===== config.mk =====
export PLATFORM = sky130hd
export DESIGN_NAME = huaf_front_flat
export DESIGN_NICKNAME = d
export VERILOG_FILES = /design/src/sv/huaf_pkg.sv /design/src/sv/huaf_req_if.sv /design/src/sv/huaf_front.sv /design/src/flat_wrapper.sv
export SDC_FILE = /design/constraint.sdc
export NUM_CORES = 1
export LEC_CHECK = 0
export ABC_CLOCK_PERIOD_IN_PS = 21700
export BUFFER_PORTS_ARGS = -buffer_cell sky130_fd_sc_hd__buf_2
export CELL_PAD_IN_SITES_DETAIL_PLACEMENT = 1
export CELL_PAD_IN_SITES_GLOBAL_PLACEMENT = 1
export CORE_MARGIN = 3
export CORE_UTILIZATION = 46
export DETAILED_ROUTE_END_ITERATION = 10
export PLACE_DENSITY = 0.86
export REMOVE_ABC_BUFFERS = 1
export SETUP_SLACK_MARGIN = 0.3
export SYNTH_ARGS = -nofsm -noshare
export SYNTH_HDL_FRONTEND = slang
export SYNTH_SLANG_ARGS = --single-unit
export TNS_END_PERCENT = 30

===== constraint.sdc =====
create_clock -name clk_i -period 21.7 [get_ports clk_i]
set_clock_uncertainty 0.1 [all_clocks]
set_input_delay 0 -clock clk_i [delete_from_list [all_inputs] [get_ports clk_i]]
set_output_delay 0 -clock clk_i [all_outputs]
set_load 0.02 [all_outputs]

===== src/sv/huaf_pkg.sv =====
// ----------------------------------------------------------------------------
// Heap use-after-free checker: shared package
// Sizes, opcodes, command encoding and the record layouts used by the front
// end, the back end and the channel interfaces.
// ----------------------------------------------------------------------------
package huaf_pkg;

  // Number of heap areas the table can track.
  localparam int unsigned AREA_ENTRIES = 64;
  localparam int unsigned IDX_W        = (AREA_ENTRIES > 1) ? $clog2(AREA_ENTRIES) : 1;
  localparam int unsigned CNT_W        = $clog2(AREA_ENTRIES + 1);

  // Fixed field widths of the request and response channels.
  localparam int unsigned WORD_W = 64;
  localparam int unsigned OPC_W  = 2;
  localparam int unsigned OPN_W  = 4;

  // Accesses are only checked when the instruction has this many operands.
  localparam logic [OPN_W-1:0] CHECKED_OPERANDS = 4'd2;

  // Request opcodes.
  typedef enum logic [OPC_W-1:0] {
    OP_ALLOC_SIZE = 2'd0,
    OP_ALLOC_RET  = 2'd1,
    OP_FREE       = 2'd2,
    OP_ACCESS     = 2'd3
  } opcode_e;

  // Commands handed from the front end to the back end.
  typedef enum logic [2:0] {
    CMD_NOP,
    CMD_SET_SIZE,
    CMD_ALLOC,
    CMD_FREE,
    CMD_CHECK
  } cmd_e;

  // Classified request. The operand carries the allocation size for a size
  // record and the instruction address for an access check.
  typedef struct packed {
    cmd_e              cmd;
    logic [WORD_W-1:0] address;
    logic [WORD_W-1:0] operand;
    logic              is_write;
  } cmd_t;

  // One entry of the area table.
  typedef struct packed {
    logic              freed;
    logic [WORD_W-1:0] length;
    logic [WORD_W-1:0] base;
  } area_t;

  // One response.
  typedef struct packed {
    logic              uaf_detected;
    logic              fault_is_write;
    logic [WORD_W-1:0] fault_address;
    logic [WORD_W-1:0] fault_instruction;
    logic              area_table_full;
  } result_t;

endpackage


===== src/sv/huaf_req_if.sv =====
// ----------------------------------------------------------------------------
// Heap use-after-free checker: request channel
// Valid/ready channel carrying one heap or memory event per request.
// ----------------------------------------------------------------------------
interface huaf_req_if;
  import huaf_pkg::*;

  logic              valid;
  logic              ready;
  logic [OPC_W-1:0]  opcode;
  logic [WORD_W-1:0] address;
  logic [WORD_W-1:0] alloc_size;
  logic              access_is_write;
  logic [OPN_W-1:0]  operand_count;
  logic [WORD_W-1:0] instr_address;

  modport source (
    output valid, opcode, address, alloc_size, access_is_write, operand_count,
           instr_address,
    input  ready
  );

  modport sink (
    input  valid, opcode, address, alloc_size, access_is_write, operand_count,
           instr_address,
    output ready
  );
endinterface


===== src/sv/huaf_front.sv =====
// ----------------------------------------------------------------------------
// Heap use-after-free checker: front end
// Accepts requests, classifies them into back-end commands and buffers them
// in a two-entry queue so that the request side does not wait on the scan.
// ----------------------------------------------------------------------------
module huaf_front (
  input  logic            clk_i,
  input  logic            rst_ni,
  huaf_req_if.sink        req_i,
  output logic            cmd_valid_o,
  input  logic            cmd_ready_i,
  output huaf_pkg::cmd_t  cmd_o
);
  import huaf_pkg::*;

  cmd_t       queue_q [2];
  logic       wr_ptr_q;
  logic       rd_ptr_q;
  logic [1:0] count_q;
  cmd_t       cmd_new;
  logic       push;
  logic       pop;

  // Classify the incoming request.
  always_comb begin
    cmd_new.address  = req_i.address;
    cmd_new.operand  = req_i.instr_address;
    cmd_new.is_write = req_i.access_is_write;
    cmd_new.cmd      = CMD_NOP;
    unique case (opcode_e'(req_i.opcode))
      OP_ALLOC_SIZE: begin
        cmd_new.cmd     = CMD_SET_SIZE;
        cmd_new.operand = req_i.alloc_size;
      end
      OP_ALLOC_RET: begin
        // A null return records nothing.
        cmd_new.cmd = (req_i.address == '0) ? CMD_NOP : CMD_ALLOC;
      end
      OP_FREE: begin
        cmd_new.cmd = CMD_FREE;
      end
      OP_ACCESS: begin
        cmd_new.cmd = (req_i.operand_count == CHECKED_OPERANDS) ? CMD_CHECK : CMD_NOP;
      end
      default: begin
        cmd_new.cmd = CMD_NOP;
      end
    endcase
  end

  // Queue handshakes.
  assign req_i.ready = (count_q != 2'd2);
  assign push        = req_i.valid && req_i.ready;
  assign cmd_valid_o = (count_q != 2'd0);
  assign pop         = cmd_valid_o && cmd_ready_i;
  assign cmd_o       = queue_q[rd_ptr_q];

  // Queue pointers and fill level.
  always_ff @(posedge clk_i or negedge rst_ni) begin
    if (!rst_ni) begin
      wr_ptr_q <= 1'b0;
      rd_ptr_q <= 1'b0;
      count_q  <= 2'd0;
    end else begin
      if (push) begin
        wr_ptr_q <= ~wr_ptr_q;
      end
      if (pop) begin
        rd_ptr_q <= ~rd_ptr_q;
      end
      if (push && !pop) begin
        count_q <= count_q + 2'd1;
      end else if (pop && !push) begin
        count_q <= count_q - 2'd1;
      end
    end
  end

  // Queue storage.
  always_ff @(posedge clk_i) begin
    if (push) begin
      queue_q[wr_ptr_q] <= cmd_new;
    end
  end

endmodule


===== src/flat_wrapper.sv =====
// flat-port wrapper written by rule: the top's interface ports become plain ports
module huaf_front_flat import huaf_pkg::*;
  (clk_i, rst_ni, cmd_valid_o, cmd_ready_i, cmd_o, req_i_valid, req_i_opcode, req_i_address, req_i_alloc_size, req_i_access_is_write, req_i_operand_count, req_i_instr_address, req_i_ready);
  huaf_req_if req_i_i ();
  input  logic clk_i;
  input  logic rst_ni;
  output logic cmd_valid_o;
  input  logic cmd_ready_i;
  output huaf_pkg::cmd_t cmd_o;
  input wire logic [$bits(req_i_i.valid)-1:0] req_i_valid;
  input wire logic [$bits(req_i_i.opcode)-1:0] req_i_opcode;
  input wire logic [$bits(req_i_i.address)-1:0] req_i_address;
  input wire logic [$bits(req_i_i.alloc_size)-1:0] req_i_alloc_size;
  input wire logic [$bits(req_i_i.access_is_write)-1:0] req_i_access_is_write;
  input wire logic [$bits(req_i_i.operand_count)-1:0] req_i_operand_count;
  input wire logic [$bits(req_i_i.instr_address)-1:0] req_i_instr_address;
  output wire logic [$bits(req_i_i.ready)-1:0] req_i_ready;
  assign req_i_i.valid = req_i_valid;
  assign req_i_i.opcode = req_i_opcode;
  assign req_i_i.address = req_i_address;
  assign req_i_i.alloc_size = req_i_alloc_size;
  assign req_i_i.access_is_write = req_i_access_is_write;
  assign req_i_i.operand_count = req_i_operand_count;
  assign req_i_i.instr_address = req_i_instr_address;
  assign req_i_ready = req_i_i.ready;
  huaf_front u_core (.clk_i(clk_i), .rst_ni(rst_ni), .req_i(req_i_i), .cmd_valid_o(cmd_valid_o), .cmd_ready_i(cmd_ready_i), .cmd_o(cmd_o));
endmodule

==> summary.json, run 1 <==
{
  "floorplan": {
    "fp-row-count": 55,
    "initial_utilization_pct": 47.0,
    "die_w_um": 158,
    "die-area_um2": 25100,
    "area_of_the_core_region_um2": 22700,
    "die_h_um": 158,
    "boundaryPins": 337
  },
  "sta": {
    "post-route-worst-setup-slack_ps": 18480,
    "final_max_slew_viol_count": 0,
    "hold_viol_final": 0,
    "period_minus_slack_ps": 3220,
    "setup_viol": 0,
    "fmax_mhz": 311,
    "maxSlewHeadroom_pct": 23.7,
    "grt_setup_unrepaired": "no",
    "period_utilisation_layout_pct": 14.8,
    "setup_tns_ps": 0,
    "pin_slew_with_the_least_headroom_to_its_limit_ps": 1140
  },
  "critical_path": {
    "critPathMaxFanout": 74,
    "reg_to_reg_setup_timing_slack_ps": 18700,
    "r2r_start": "u_core.count_q[0]",
    "rr_endpoint": "u_core.queue_q[1][53]",
    "worst_path_largest_cell_delay_ps": 970,
    "worstPathRequired_ps": 21600,
    "worstPathCellList": "buf_4, mux2_2, buf_2",
    "worst_path_arrival_ps": 3120,
    "reg2reg_depth": 3,
    "critical_path.n_buffers_inverters": 2,
    "critical_path.startpoint_type": "flip-flop",
    "path_delay_family": "buffers and inverters",
    "crit_path_end_kind": "primary output",
    "cell_type_of_the_slowest_stage_on_the_worst_timing_path": "dfrtp_4",
    "timing.setup.critical_path_class": "flip-flop to primary output"
  },
  "logic_synthesis": {
    "largest_family_of_logic_cells_by_synthesized_area": "multiplexers",
    "synth_sequential_area_ratio_pct": 75.2,
    "synth_area_um2": 10700,
    "cell_count_after_synthesis": 527,
    "yosys.cell_types.count": 24,
    "ys_seq_elements": 268,
    "multiplexer_share_of_the_synthesized_area_pct": 20.7,
    "avg_inst_size_synth_um2": 20.2,
    "synthXorXnorAreaFrac_pct": 0.493,
    "synth_fa_ha_area_share_pct": 0.117,
    "yosys_warning_total": 0,
    "synth_compound_area_share_pct": 0.0586,
    "yosys.area_share.simple_pct": 1.81
  },
  "drt": {
    "routedWlPerCell_um": 27.3,
    "detail_route.iter0.violations": 413,
    "route.detailed.vias_per_inst": 5.42,
    "ant_nets": 0,
    "postRouteWirelength_um": 38000,
    "drt_drc_violations_left": 0,
    "num_vias": 7537,
    "drtPass1Iterations": 5
  },
  "finish": {
    "fill_cells": 2037,
    "syn_to_final_growth_pct": 45.8,
    "post_route_cells_drive_above_1_share_pct": 52.4,
    "ff_latch_area_um2": 8030,
    "final_net_count": 1283,
    "most_common_library_cell_in_the_layout_ignoring_fill_and_taps": "buf_2",
    "multi_input_comb_area_um2": 2480,
    "layout.cells.most_common_list": "buf_2 (336), edfxtp_1 (264), dlygate4sd3_1 (201), mux2_2 (191), clkbuf_16 (29)"
  },
  "clock_tree": {
    "clock_tree.buffer_depth": 3,
    "number_of_sinks_driven_by_the_clock_tree": 268,
    "clock_tree.htree_level_count": 1,
    "post_cts_resized": 0,
    "clock_tree_from_tritoncts": "yes",
    "cts.root.buffer_cell": "clkbuf_16",
    "clock_pin_slew_worst_setup_and_hold_paths_ps": 60,
    "worst_skew_pair.late_latency_ps": 540,
    "cts_made_buffers": 29
  },
  "hold_path": {
    "worst_hold_path.num_cells": 2,
    "hold_wc_path_type": "input pin to flip-flop",
    "holdPathEnd": "u_core.queue_q[0][0]",
    "worst_hold_startpoint": "req_i_access_is_write"
  },
  "power_and_ir_drop": {
    "ir_drop_uv": 85.3,
    "pwr_density_cell_nw_per_um2": 124,
    "power_leakage_nw": 5.97
  },
  "global_routing": {
    "aggregate_global_route_resource_usage_pct": 29.4,
    "first_global_vias": 8451,
    "grt_max_degree": 80,
    "wire_length_of_the_first_global_routing_pass_um": 53900,
    "overflow": 0,
    "number_of_antenna_violations_at_the_first_check_in_global_routing": 4
  },
  "placement": {
    "preCtsSetupSlack_ps": 18880,
    "buffer_ports.inserted": 336,
    "hpwl_after_dpl_um": 18200,
    "place.gp.congestion": 0.761
  },
  "flow_run": {
    "max_cap_viol_count": 0
  },
  "run_status": {
    "outcome": "completed"
  }
}
-- synthesized netlist by cell type --
| cell type | number | area, um^2 |
|---|---|---|
| a31oi_1 | 1 | 6.26 |
| and3_1 | 1 | 6.26 |
| buf_2 | 8 | 40.0 |
| buf_4 | 7 | 52.6 |
| buf_6 | 5 | 56.3 |
| clkbuf_8 | 1 | 13.8 |
| dfrtp_1 | 4 | 100 |
| edfxtp_1 | 264 | 7930 |
| ha_1 | 1 | 12.5 |
| inv_1 | 2 | 7.51 |
| mux2_1 | 5 | 56.3 |
| mux2_2 | 191 | 2150 |
| nand2_1 | 3 | 11.3 |
| nand2b_1 | 1 | 6.26 |
| nand4_1 | 3 | 18.8 |
| nand4b_1 | 1 | 8.76 |
| nor2_1 | 3 | 11.3 |
| nor2_4 | 1 | 11.3 |
| nor3_1 | 1 | 5.00 |
| nor4_1 | 16 | 100 |
| or2_2 | 1 | 6.26 |
| or4_1 | 1 | 7.51 |
| xnor2_1 | 4 | 35.0 |
| xor2_1 | 2 | 17.5 |
-- sequential cells by signal, summed over array words and instances (netlist names) --
register	count
u_core.queue_q	264
u_core.count_q	2
u_core.rd_ptr_q	1
u_core.wr_ptr_q	1
-- report_power, final --
| group | total, mW | switching, mW | internal (mW) |
|---|---|---|---|
| Combinational | 0.648 | 0.395 | 0.253 |
| Sequential | 0.778 | 0.0637 | 0.714 |
| Clock | 0.501 | 0.210 | 0.291 |
-- layer usage --
layer  track usage [%]  part of all wire (%)  up-vias  wire length [um]
met5                 0                     0        -                 0
met3              7.04                   7.2       89              2730
met4              11.3                   4.1        0              1570
li1                  -                     -     3228                 -
met2              52.8                    52      395             19800
met1              34.1                    36     3825             13800
-- worst max path at each step --
stage	startpoint	to	slack, ps	cells past startpoint
after detailed placement	u_core.count_q[0]	u_core.queue_q[1][24]	18880	3
final	u_core.rd_ptr_q	cmd_o[100]	18480	3
after floorplan	u_core.count_q[0]	u_core.queue_q[0][0]	14690	3
after CTS	u_core.rd_ptr_q	cmd_o[115]	18450	3
after global routing	u_core.rd_ptr_q	cmd_o[100]	18380	3
after global placement	u_core.count_q[0]	u_core.queue_q[1][15]	18930	3
-- logic make-up (layout without fill, tap and decap cells) --
logic type,count (synthesis),after routing
muxes,196,196
adders and majority gates,1,1
and+or+nand+nor,32,32
other,0,5
xor gates and xnor gates,6,6
AOI/OAI and AO/OA,1,1
buffers and inverters,23,596
DFF,268,268
-- final cells by class --
type | instances | share of cell area (%)
Antenna cell | 5 | 0.0804
Clock buffer | 33 | 4.76
Clock inverter | 19 | 1.25
Inverter | 2 | 0.0483
Multi-Input combinational cell | 236 | 16.0
Sequential cell | 268 | 51.6
Tap cell | 285 | 2.29
Timing Repair Buffer | 542 | 24.0
-- timing repair --
item / in CTS / in global routing
setup buffers: 0 / 0
hold buffers: 201 / 0
endpoints found under the hold margin: 272 / 0
-- per-stage QoR --
stage                     instances  hold slack (ps)  utilization [%]  power (mW)  instance area [um^2]
after floorplan                 506             -396                -        1.17                 10500
after global placement         1132             -288             55.5        1.34                 12600
after detailed placement       1132             -278             55.5        1.36                 12600
after CTS                      1385             78.3             68.5        1.88                 15500
after global routing           1389             99.9             68.5        1.99                 15600
final                          1390              108             68.5        1.93                 15600
Power figures use the tool's default switching activity.
==> run 2, diff against run 1 <==
--- a/config.mk
+++ b/config.mk
@@ -5,14 +5,14 @@
 export SDC_FILE = /design/constraint.sdc
 export NUM_CORES = 1
 export LEC_CHECK = 0
-export ABC_CLOCK_PERIOD_IN_PS = 21700
+export ABC_CLOCK_PERIOD_IN_PS = 3100
 export BUFFER_PORTS_ARGS = -buffer_cell sky130_fd_sc_hd__buf_2
 export CELL_PAD_IN_SITES_DETAIL_PLACEMENT = 1
 export CELL_PAD_IN_SITES_GLOBAL_PLACEMENT = 1
 export CORE_MARGIN = 3
-export CORE_UTILIZATION = 46
+export CORE_UTILIZATION = 42
 export DETAILED_ROUTE_END_ITERATION = 10
-export PLACE_DENSITY = 0.86
+export PLACE_DENSITY = 0.79
 export REMOVE_ABC_BUFFERS = 1
 export SETUP_SLACK_MARGIN = 0.3
 export SYNTH_ARGS = -nofsm -noshare
==> constraint.sdc (replaced) <==
create_clock -name clk_i -period 3.1 [get_ports clk_i]
set_clock_uncertainty 0.1 [all_clocks]
set_input_delay 0 -clock clk_i [delete_from_list [all_inputs] [get_ports clk_i]]
set_output_delay 0 -clock clk_i [all_outputs]
set_load 0.02 [all_outputs]
==> run 2 against run 1 <==
Flip-flop and latch count unchanged. Register-to-register slack worse by 18000 ps. Non-clock buffer count up 4. Combinational power rose to 7.2 times the previous value. Clock-buffer cell count down 4. Wire length down 9.9%. Sequential power rose to 6.7 times the previous value. Critical path type is now input pin to flip-flop. Highest routed layer unchanged.
==> summary.json, run 2 (synthesis results as in run 1) <==
{
  "drt": {
    "drtPass1Iterations": {"value": 4, "change": "-1"},
    "ant_nets": {"value": 0, "change": "unchanged"},
    "num_vias": {"value": 7260, "change": "-3.7%"},
    "route.detailed.vias_per_inst": {"value": 5.07, "change": "-6.5%"},
    "detail_route.iter0.violations": {"value": 409, "change": "-0.97%"},
    "postRouteWirelength": {"value": 34200, "unit": "um", "change": "-9.9%"},
    "drt_drc_violations_left": {"value": 0, "change": "unchanged"},
    "routedWlPerCell": {"value": 23.9, "unit": "um", "change": "-13%"}
  },
  "power_and_ir_drop": {
    "comb_power_share": {"value": 35.9, "unit": "%", "change": "+2.3 points"},
    "clock_power_share": {"value": 24.1, "unit": "%", "change": "-1.9 points"},
    "total_internal_power": {"value": 8.54, "unit": "mW", "change": "+580%"},
    "seq_power_share": {"value": 40.1, "unit": "%", "change": "-0.3 points"},
    "switching_share": {"value": 34.5, "unit": "%", "change": "-0.13 points"},
    "p_sw": {"value": 4.51, "unit": "mW", "change": "+570%"},
    "ir_drop": {"value": 599, "unit": "uV", "change": "+600%"},
    "pwr_density_cell": {"value": 835, "unit": "nW/um^2", "change": "+570%"},
    "power_leakage": {"value": 5.98, "unit": "nW", "change": "+0.21%"}
  },
  "finish": {
    "layout.cells.most_common_list": "buf_2 (336), edfxtp_1 (264), dlygate4sd3_1 (201), mux2_2 (191), clkbuf_16 (29)",
    "post_route_cells_drive_above_1_share": {"value": 52.8, "unit": "%", "change": "+0.44 points"},
    "fill_cells": {"value": 2264, "change": "+11%"},
    "largestRegisters": "u_core.queue_q x264, u_core.count_q x2",
    "largest_register_ffs": {"value": 264, "change": "unchanged"},
    "fin_util": {"value": 63.4, "unit": "%", "change": "-5.2 points"},
    "largest_register": "u_core.queue_q",
    "stdcell_area": {"value": 15600, "unit": "um^2", "change": "+0.49%"},
    "fin_cells": {"value": 1432, "change": "+3.0%"},
    "final_net_count": {"value": 1287, "change": "+0.31%"},
    "most_common_library_cell_in_the_layout_ignoring_fill_and_taps": "buf_2",
    "syn_to_final_growth_pct": 46.5
  },
  "placement": {
    "buffer_ports.inserted": {"value": 336, "change": "unchanged"},
    "dpl-instance-area": {"value": 12800, "unit": "um^2", "change": "+1.3%"},
    "total_instance_count_after_detailed_placement": {"value": 1175, "change": "+3.8%"},
    "hpwl_after_dpl": {"value": 19000, "unit": "um", "change": "+4.3%"},
    "place.gp.congestion": {"value": 0.736, "change": "-3.2%"}
  },
  "critical_path": {
    "timing.setup.critical_path_class": "input pin to flip-flop",
    "worstPathCellList": "dlygate4sd3_1, buf_2, nor2_4, buf_12, mux2_2, dlygate4sd3_1",
    "critPathMaxFanout": {"value": 41, "change": "-45%"},
    "critical_path.startpoint_type": "input pin",
    "timing.critical_path.mode_cell": "dlygate4sd3_1",
    "worstPathRequired": {"value": 3260, "unit": "ps", "change": "-18340 ps"},
    "reg2reg_depth": {"value": 4, "change": "+1"},
    "worst_path_largest_cell_delay": {"value": 610, "unit": "ps", "change": "-360 ps"},
    "cell_type_of_the_slowest_stage_on_the_worst_timing_path": "dlygate4sd3_1",
    "crit_path_end_kind": "flip-flop",
    "worst_path_arrival": {"value": 2490, "unit": "ps", "change": "-630 ps"}
  },
  "run_status": {
    "outcome": "completed"
  },
  "clock_tree": {
    "clock_tree.buffer_depth": {"value": 3, "change": "unchanged"},
    "number_of_sinks_driven_by_the_clock_tree": {"value": 268, "change": "unchanged"},
    "clock_pin_slew_worst_setup_and_hold_paths": {"value": 70, "unit": "ps", "change": "about the same"},
    "clock_tree_from_tritoncts": "yes",
    "cts_made_buffers": {"value": 29, "change": "unchanged"},
    "worst_skew_pair.late_latency": {"value": 530, "unit": "ps", "change": "about the same"},
    "clock_tree.htree_level_count": {"value": 1, "change": "unchanged"},
    "post_cts_buffers": {"value": 0, "change": "unchanged"},
    "cts.root.buffer_cell": "clkbuf_16"
  },
  "global_routing": {
    "wire_length_of_the_first_global_routing_pass": {"value": 49800, "unit": "um", "change": "-7.6%"},
    "first_global_vias": {"value": 8443, "change": "-0.095%"},
    "overflow": {"value": 0, "change": "unchanged"},
    "aggregate_global_route_resource_usage": {"value": 24.4, "unit": "%", "change": "-5.0 points"},
    "number_of_antenna_violations_at_the_first_check_in_global_routing": {"value": 2, "change": "-2"},
    "grt_max_degree": {"value": 80, "change": "unchanged"}
  },
  "floorplan": {
    "boundaryPins": {"value": 337, "change": "unchanged"},
    "die_h": {"value": 165, "unit": "um", "change": "+4.5%"},
    "die-area": {"value": 27400, "unit": "um^2", "change": "+9.2%"},
    "die_w": {"value": 165, "unit": "um", "change": "+4.5%"},
    "fp-row-count": {"value": 57, "change": "+3.6%"},
    "initial_utilization": {"value": 43.2, "unit": "%", "change": "-3.7 points"},
    "area_of_the_core_region": {"value": 24700, "unit": "um^2", "change": "+8.7%"}
  },
  "sta": {
    "hold_viol_final": {"value": 0, "change": "unchanged"},
    "fmax_mhz": 429,
    "maxSlewHeadroom": {"value": 65.5, "unit": "%", "change": "+42 points"},
    "grt_setup_unrepaired": "no",
    "pin_slew_with_the_least_headroom_to_its_limit": {"value": 518, "unit": "ps", "change": "-626 ps"},
    "setup_viol": {"value": 0, "change": "unchanged"},
    "final_max_slew_viol_count": {"value": 0, "change": "unchanged"},
    "period_minus_slack_ps": 2330,
    "finalHoldWorstSlack": {"value": 107, "unit": "ps", "change": "-0.829 ps"},
    "period_utilisation_layout_pct": 75.1
  },
  "flow_run": {
    "max_cap_viol_count": {"value": 0, "change": "unchanged"}
  },
  "hold_path": {
    "worst_hold_path.num_cells": {"value": 2, "change": "unchanged"},
    "hold_wc_path_type": "input pin to flip-flop"
  }
}
## run 2: cell types whose count changed in the layout (fill, tap and decap cells not counted)
cell | previous run | this run
buf_12 | 0 | 7
clkinv_2 | 3 | 9
bufinv_16 | 4 | 0
clkbuf_1 | 4 | 0
buf_4 | 5 | 2
diode_2 | 5 | 2
clkinv_1 | 9 | 11
clkinvlp_4 | 1 | 3
## run 2: stage by stage
step / power (mW) / TNS (ps) / setup WS (ps)
floorplan: 8.19 / -765570 / -3910
global placement: 9.52 / 0 / 1360
detailed placement: 9.63 / 0 / 1310
CTS: 12.9 / 0 / 787
global route: 13.6 / 0 / 693
finish: 13.0 / 0 / 771
## run 2: layout make-up
| cell class | count | area (um^2) | share of cell area [%] |
|---|---|---|---|
| inverter | 2 | 7.51 | 0.0480 |
| tap | 324 | 405 | 2.59 |
| clock inverter | 25 | 126 | 0.808 |
| antenna | 2 | 5.00 | 0.0320 |
| sequential | 268 | 8030 | 51.4 |
| multi-input combinational | 236 | 2480 | 15.9 |
| clock buffer | 29 | 726 | 4.64 |
| timing repair buffer | 546 | 3850 | 24.6 |
## run 2: path summary, 6_finish.rpt
kind                                   start                     end  slack [ps]
min                        req_i_address[24]   u_core.queue_q[0][89]         110
max reg2reg                u_core.count_q[0]  u_core.queue_q[0][109]        1190
max                          req_i_opcode[1]   u_core.queue_q[1][25]         770
min in group asynchronous             rst_ni       u_core.count_q[0]         310
max in group asynchronous             rst_ni         u_core.rd_ptr_q        2370
min reg2reg                u_core.count_q[1]       u_core.count_q[1]         410
## run 2: layer usage
layer | vias up | track usage, % | part of all wire, %
met5 | - | 0 | 0
met4 | 0 | 7.11 | 3.0
met3 | 66 | 7.36 | 8.7
met2 | 343 | 45.6 | 52
met1 | 3624 | 26.4 | 36
li1 | 3227 | - | -
## run 2: power groups by stage
stage	registers, mW	clock network (mW)	logic [mW]
after global placement	5.18	0	4.34
final	5.23	3.14	4.68
after global routing	5.29	3.35	4.99
after CTS	5.18	3.13	4.63
after floorplan	5.54	0	2.65
after detailed placement	5.25	0	4.38
## run 2: what timing repair did
action | CTS | global route
hold buffers | 201 | 0
resized for setup | 0 | 0
hold endpoints to repair | 278 | 0
setup endpoints to repair | 0 | 0
## run 2: worst max-delay path: cells and delay by family
family,cells,cell delay (ps)
buf+inv,4,1640
mux,1,390
simple gates,1,430
==> run 3, diff against run 2 <==
--- a/config.mk
+++ b/config.mk
@@ -5,14 +5,15 @@
 export SDC_FILE = /design/constraint.sdc
 export NUM_CORES = 1
 export LEC_CHECK = 0
-export ABC_CLOCK_PERIOD_IN_PS = 3100
+export ABC_AREA = 1
+export ABC_CLOCK_PERIOD_IN_PS = 1900
 export BUFFER_PORTS_ARGS = -buffer_cell sky130_fd_sc_hd__buf_2
 export CELL_PAD_IN_SITES_DETAIL_PLACEMENT = 1
 export CELL_PAD_IN_SITES_GLOBAL_PLACEMENT = 1
 export CORE_MARGIN = 3
-export CORE_UTILIZATION = 42
+export CORE_UTILIZATION = 37
 export DETAILED_ROUTE_END_ITERATION = 10
-export PLACE_DENSITY = 0.79
+export PLACE_DENSITY = 0.77
 export REMOVE_ABC_BUFFERS = 1
 export SETUP_SLACK_MARGIN = 0.3
 export SYNTH_ARGS = -nofsm -noshare
==> constraint.sdc (replaced) <==
create_clock -name clk_i -period 1.9 [get_ports clk_i]
set_clock_uncertainty 0.1 [all_clocks]
set_input_delay 0 -clock clk_i [delete_from_list [all_inputs] [get_ports clk_i]]
set_output_delay 0 -clock clk_i [all_outputs]
set_load 0.02 [all_outputs]
==> run 3 against run 2 <==
Die area grew 17%. Hold slack gained 1.9 ps. Clock-buffer cell count grew 6. Synthesized area grew 4.0%. First-iteration DRC count grew 62%. Clock power grew 68%. Synthesized cell count grew 62%. Largest power group is now combinational logic.
==> summary.json, run 3 <==
{
  "placement": {
    "total_instance_count_after_detailed_placement": {"value": 1560, "change": "+33%"},
    "place.gp.congestion": {"value": 0.759, "change": "+3.0%"},
    "hpwl_after_dpl": {"value": 21000, "unit": "um", "change": "+11%"},
    "buffer_ports.inserted": {"value": 336, "change": "unchanged"}
  },
  "critical_path": {
    "crit_path_end_kind": "primary output",
    "critPathMaxFanout": {"value": 27, "change": "-34%"},
    "worst_setup_path_startpoint": "u_core.rd_ptr_q",
    "reg2reg_depth": {"value": 8, "change": "+4"},
    "path_delay_family": "flip-flops",
    "worst_path_largest_cell_delay": {"value": 510, "unit": "ps", "change": "-100 ps"},
    "worstPathCellList": "buf_12, buf_16, nand2_1, nand2_1, buf_4",
    "cell_type_of_the_slowest_stage_on_the_worst_timing_path": "dfrtp_4",
    "r2r_start": "u_core.count_q[0]",
    "worstPathRequired": {"value": 1800, "unit": "ps", "change": "-1460 ps"},
    "worst_path_arrival": {"value": 1790, "unit": "ps", "change": "-700 ps"},
    "critical_path_cell_count": {"value": 5, "change": "-1"},
    "critical_path.n_buffers_inverters": {"value": 3, "change": "-1"},
    "critical_path.startpoint_type": "flip-flop",
    "timing.setup.critical_path_class": "flip-flop to primary output",
    "timing.critical_path.mode_cell": "nand2_1"
  },
  "floorplan": {
    "boundaryPins": {"value": 337, "change": "unchanged"},
    "die_h": {"value": 179, "unit": "um", "change": "+8.4%"},
    "fp-row-count": {"value": 62, "change": "+8.8%"},
    "area_of_the_core_region": {"value": 29200, "unit": "um^2", "change": "+18%"},
    "die-area": {"value": 32100, "unit": "um^2", "change": "+17%"},
    "initial_utilization": {"value": 38.1, "unit": "%", "change": "-5.2 points"},
    "die_w": {"value": 179, "unit": "um", "change": "+8.4%"}
  },
  "flow_run": {
    "max_cap_viol_count": {"value": 0, "change": "unchanged"}
  },
  "logic_synthesis": {
    "cell_count_after_synthesis": {"value": 856, "change": "+62%"},
    "synth_top_cell_by_area": "edfxtp_1",
    "synth_commonest_cells": "nand2_1 (426), edfxtp_1 (264), mux2_4 (60)",
    "avg_inst_size_synth": {"value": 13.0, "unit": "um^2", "change": "-36%"},
    "async_flop_share": {"value": 1.49, "unit": "%", "change": "unchanged"},
    "synthXorXnorAreaFrac": {"value": 0.237, "unit": "%", "change": "-0.26 points"},
    "synth_area": {"value": 11100, "unit": "um^2", "change": "+4.0%"},
    "yosys.area_share.simple": {"value": 16.3, "unit": "%", "change": "+15 points"},
    "yosys.cell_types.count": {"value": 19, "change": "-21%"},
    "ys_seq_elements": {"value": 268, "change": "unchanged"},
    "synth_edf_count": {"value": 264, "change": "unchanged"},
    "dominantRegCellSynth": "edfxtp_1",
    "yosysMostFrequentCell": "nand2_1",
    "ys_top_cells_by_area": "edfxtp_1 (71%), nand2_1 (14%), mux2_4 (8.1%), nor2_1 (1.7%), buf_12 (1.1%)",
    "synth_top_area_share": {"value": 71.4, "unit": "%", "change": "-2.9 points"},
    "multiplexer_share_of_the_synthesized_area": {"value": 8.52, "unit": "%", "change": "-12 points"},
    "largest_family_of_logic_cells_by_synthesized_area": "simple AND/OR/NAND/NOR gates",
    "synth_sequential_area_ratio": {"value": 72.3, "unit": "%", "change": "-2.9 points"},
    "synth_compound_area_share": {"value": 0, "unit": "%", "change": "-0.059 points"},
    "synth_fa_ha_area_share": {"value": 0.113, "unit": "%", "change": "-0.0045 points"},
    "yosys_warning_total": {"value": 0, "change": "unchanged"}
  },
  "clock_tree": {
    "clock_pin_slew_worst_setup_and_hold_paths": {"value": 60, "unit": "ps", "change": "about the same"},
    "clock_tree.htree_level_count": {"value": 1, "change": "unchanged"},
    "cts_made_buffers": {"value": 29, "change": "unchanged"},
    "clock_tree.buffer_depth": {"value": 3, "change": "unchanged"},
    "cts.root.buffer_cell": "clkbuf_16",
    "worst_skew_pair.late_latency": {"value": 540, "unit": "ps", "change": "about the same"},
    "clock_tree_from_tritoncts": "yes",
    "number_of_sinks_driven_by_the_clock_tree": {"value": 268, "change": "unchanged"}
  },
  "global_routing": {
    "grt_max_degree": {"value": 79, "change": "-1.3%"},
    "aggregate_global_route_resource_usage": {"value": 23.1, "unit": "%", "change": "-1.2 points"},
    "number_of_antenna_violations_at_the_first_check_in_global_routing": {"value": 2, "change": "unchanged"},
    "wire_length_of_the_first_global_routing_pass": {"value": 56200, "unit": "um", "change": "+13%"},
    "first_global_vias": {"value": 9969, "change": "+18%"},
    "overflow": {"value": 0, "change": "unchanged"}
  },
  "sta": {
    "setup_viol": {"value": 0, "change": "unchanged"},
    "period_minus_slack_ps": 1890,
    "fmax_mhz": 529,
    "final_max_slew_viol_count": {"value": 0, "change": "unchanged"},
    "grt_setup_unrepaired": "yes",
    "maxSlewHeadroom": {"value": 72.1, "unit": "%", "change": "+6.6 points"},
    "hold_viol_final": {"value": 0, "change": "unchanged"},
    "period_utilisation_layout_pct": 99.6,
    "pin_slew_with_the_least_headroom_to_its_limit": {"value": 419, "unit": "ps", "change": "-98.7 ps"}
  },
  "power_and_ir_drop": {
    "power_leakage": {"value": 7.67, "unit": "nW", "change": "+28%"},
    "seq_power_share": {"value": 31.3, "unit": "%", "change": "-8.8 points"},
    "total_internal_power": {"value": 16.6, "unit": "mW", "change": "+95%"},
    "ir_drop": {"value": 690, "unit": "uV", "change": "+15%"},
    "pwr_density_cell": {"value": 1540, "unit": "nW/um^2", "change": "+84%"},
    "switching_share": {"value": 39.6, "unit": "%", "change": "+5.1 points"},
    "comb_power_share": {"value": 49.4, "unit": "%", "change": "+14 points"},
    "clock_power_share": {"value": 19.2, "unit": "%", "change": "-4.9 points"},
    "p_sw": {"value": 10.9, "unit": "mW", "change": "+140%"}
  },
  "finish": {
    "fill_cells": {"value": 2871, "change": "+27%"},
    "fin_util": {"value": 61.4, "unit": "%", "change": "-1.9 points"},
    "largestRegisters": "u_core.queue_q x264, u_core.count_q x2",
    "layout.cells.most_common_list": "nand2_1 (321), edfxtp_1 (264), buf_2 (215), dlygate4sd3_1 (201), buf_6 (97)",
    "final_net_count": {"value": 1640, "change": "+27%"},
    "post_route_cells_drive_above_1_share": {"value": 40.9, "unit": "%", "change": "-12 points"},
    "syn_to_final_growth_pct": 61.5,
    "largest_register_ffs": {"value": 264, "change": "unchanged"},
    "most_common_library_cell_in_the_layout_ignoring_fill_and_taps": "nand2_1",
    "fin_cells": {"value": 1843, "change": "+29%"},
    "largest_register": "u_core.queue_q"
  },
  "drt": {
    "drt_drc_violations_left": {"value": 0, "change": "unchanged"},
    "num_vias": {"value": 9407, "change": "+30%"},
    "drtPass1Iterations": {"value": 4, "change": "unchanged"},
    "postRouteWirelength": {"value": 46700, "unit": "um", "change": "+37%"},
    "detail_route.iter0.violations": {"value": 661, "change": "+62%"},
    "routedWlPerCell": {"value": 25.4, "unit": "um", "change": "+6.1%"},
    "route.detailed.vias_per_inst": {"value": 5.10, "change": "+0.68%"},
    "ant_nets": {"value": 0, "change": "unchanged"}
  },
  "run_status": {
    "outcome": "completed"
  },
  "hold_path": {
    "worst_hold_startpoint": "req_i_address[34]",
    "worst_hold_path.num_cells": {"value": 2, "change": "unchanged"},
    "hold_wc_path_type": "input pin to flip-flop"
  }
}
==> run 3: cell count changes after synthesis, sizes merged, moves of 5 or more <==
cell / previous run / this run
clkbuf: 1 / 16
inv: 2 / 7
mux2: 196 / 64
nand2: 3 / 426
nor2: 4 / 50
nor4: 16 / 0
==> run 3: power groups by stage <==
| stage | Sequential (mW) | Combinational [mW] | Clock, mW |
|---|---|---|---|
| after floorplan | 8.25 | 3.98 | 0 |
| after detailed placement | 8.56 | 8.39 | 0 |
| after CTS | 8.47 | 9.87 | 5.25 |
| after global placement | 8.47 | 8.20 | 0 |
| final | 8.63 | 13.6 | 5.29 |
| after global routing | 8.70 | 14.3 | 5.56 |
==> run 3: worst paths after layout <==
kind | end | slack [ps]
worst max-delay path | cmd_o[13] | 8
worst min-delay path | u_core.queue_q[0][99] | 110
worst max register to register | u_core.count_q[1] | 160
worst min register to register | u_core.count_q[0] | 380
max in group asynchronous | u_core.rd_ptr_q | 1150
min in group asynchronous | u_core.count_q[1] | 340
==> run 3: routing by layer <==
metal | global-route usage (%) | routed length, um
met4 | 7.22 | 1990
met1 | 25.3 | 16700
met5 | 0 | 0
met2 | 43.6 | 24500
met3 | 6.06 | 3600
==> run 3: kinds of logic (layout without fill, tap and decap cells) <==
kind of cell,after synthesis,in the layout
muxes,64,64
adders and majority gates,1,1
buffers and inverters,42,642
other,0,3
and+or+nand+nor,478,478
DFF,268,268
xor gates and xnor gates,3,3
==> run 3: per-stage QoR <==
stage	TNS, ps	power [mW]	cell area (um^2)	worst slack (ps)	hold slack (ps)
after floorplan	-1637420	12.2	10900	-5060	-396
after global placement	0	16.7	13400	219	-281
after detailed placement	0	17.0	13400	155	-284
after CTS	-68.9	23.6	16600	-24.0	83.8
after global routing	-697	28.5	17900	-53.8	96.7
final	0	27.5	17900	8.47	109
==> run 3: what timing repair did <==
| item | in CTS | in global routing |
|---|---|---|
| setup endpoints to repair | 373 | 375 |
| gates cloned | 3 | 22 |
| hold buffers | 201 | 0 |
| resized for setup | 99 | 276 |
| setup buffers | 0 | 3 |
| hold endpoints to repair | 272 | 0 |
| pin swaps | 0 | 26 |
==> run 3: area by class of cell <==
cell class / count / area [um^2] / area share, %
Timing Repair inverter: 2 / 46.3 / 0.258
Sequential cell: 268 / 8030 / 44.8
Timing Repair Buffer: 582 / 5240 / 29.2
Multi-Input combinational cell: 546 / 3210 / 17.9
Antenna cell: 3 / 7.51 / 0.0419
Clock inverter: 16 / 108 / 0.600
Inverter: 7 / 52.6 / 0.293
Clock buffer: 35 / 748 / 4.17
Tap cell: 384 / 480 / 2.68
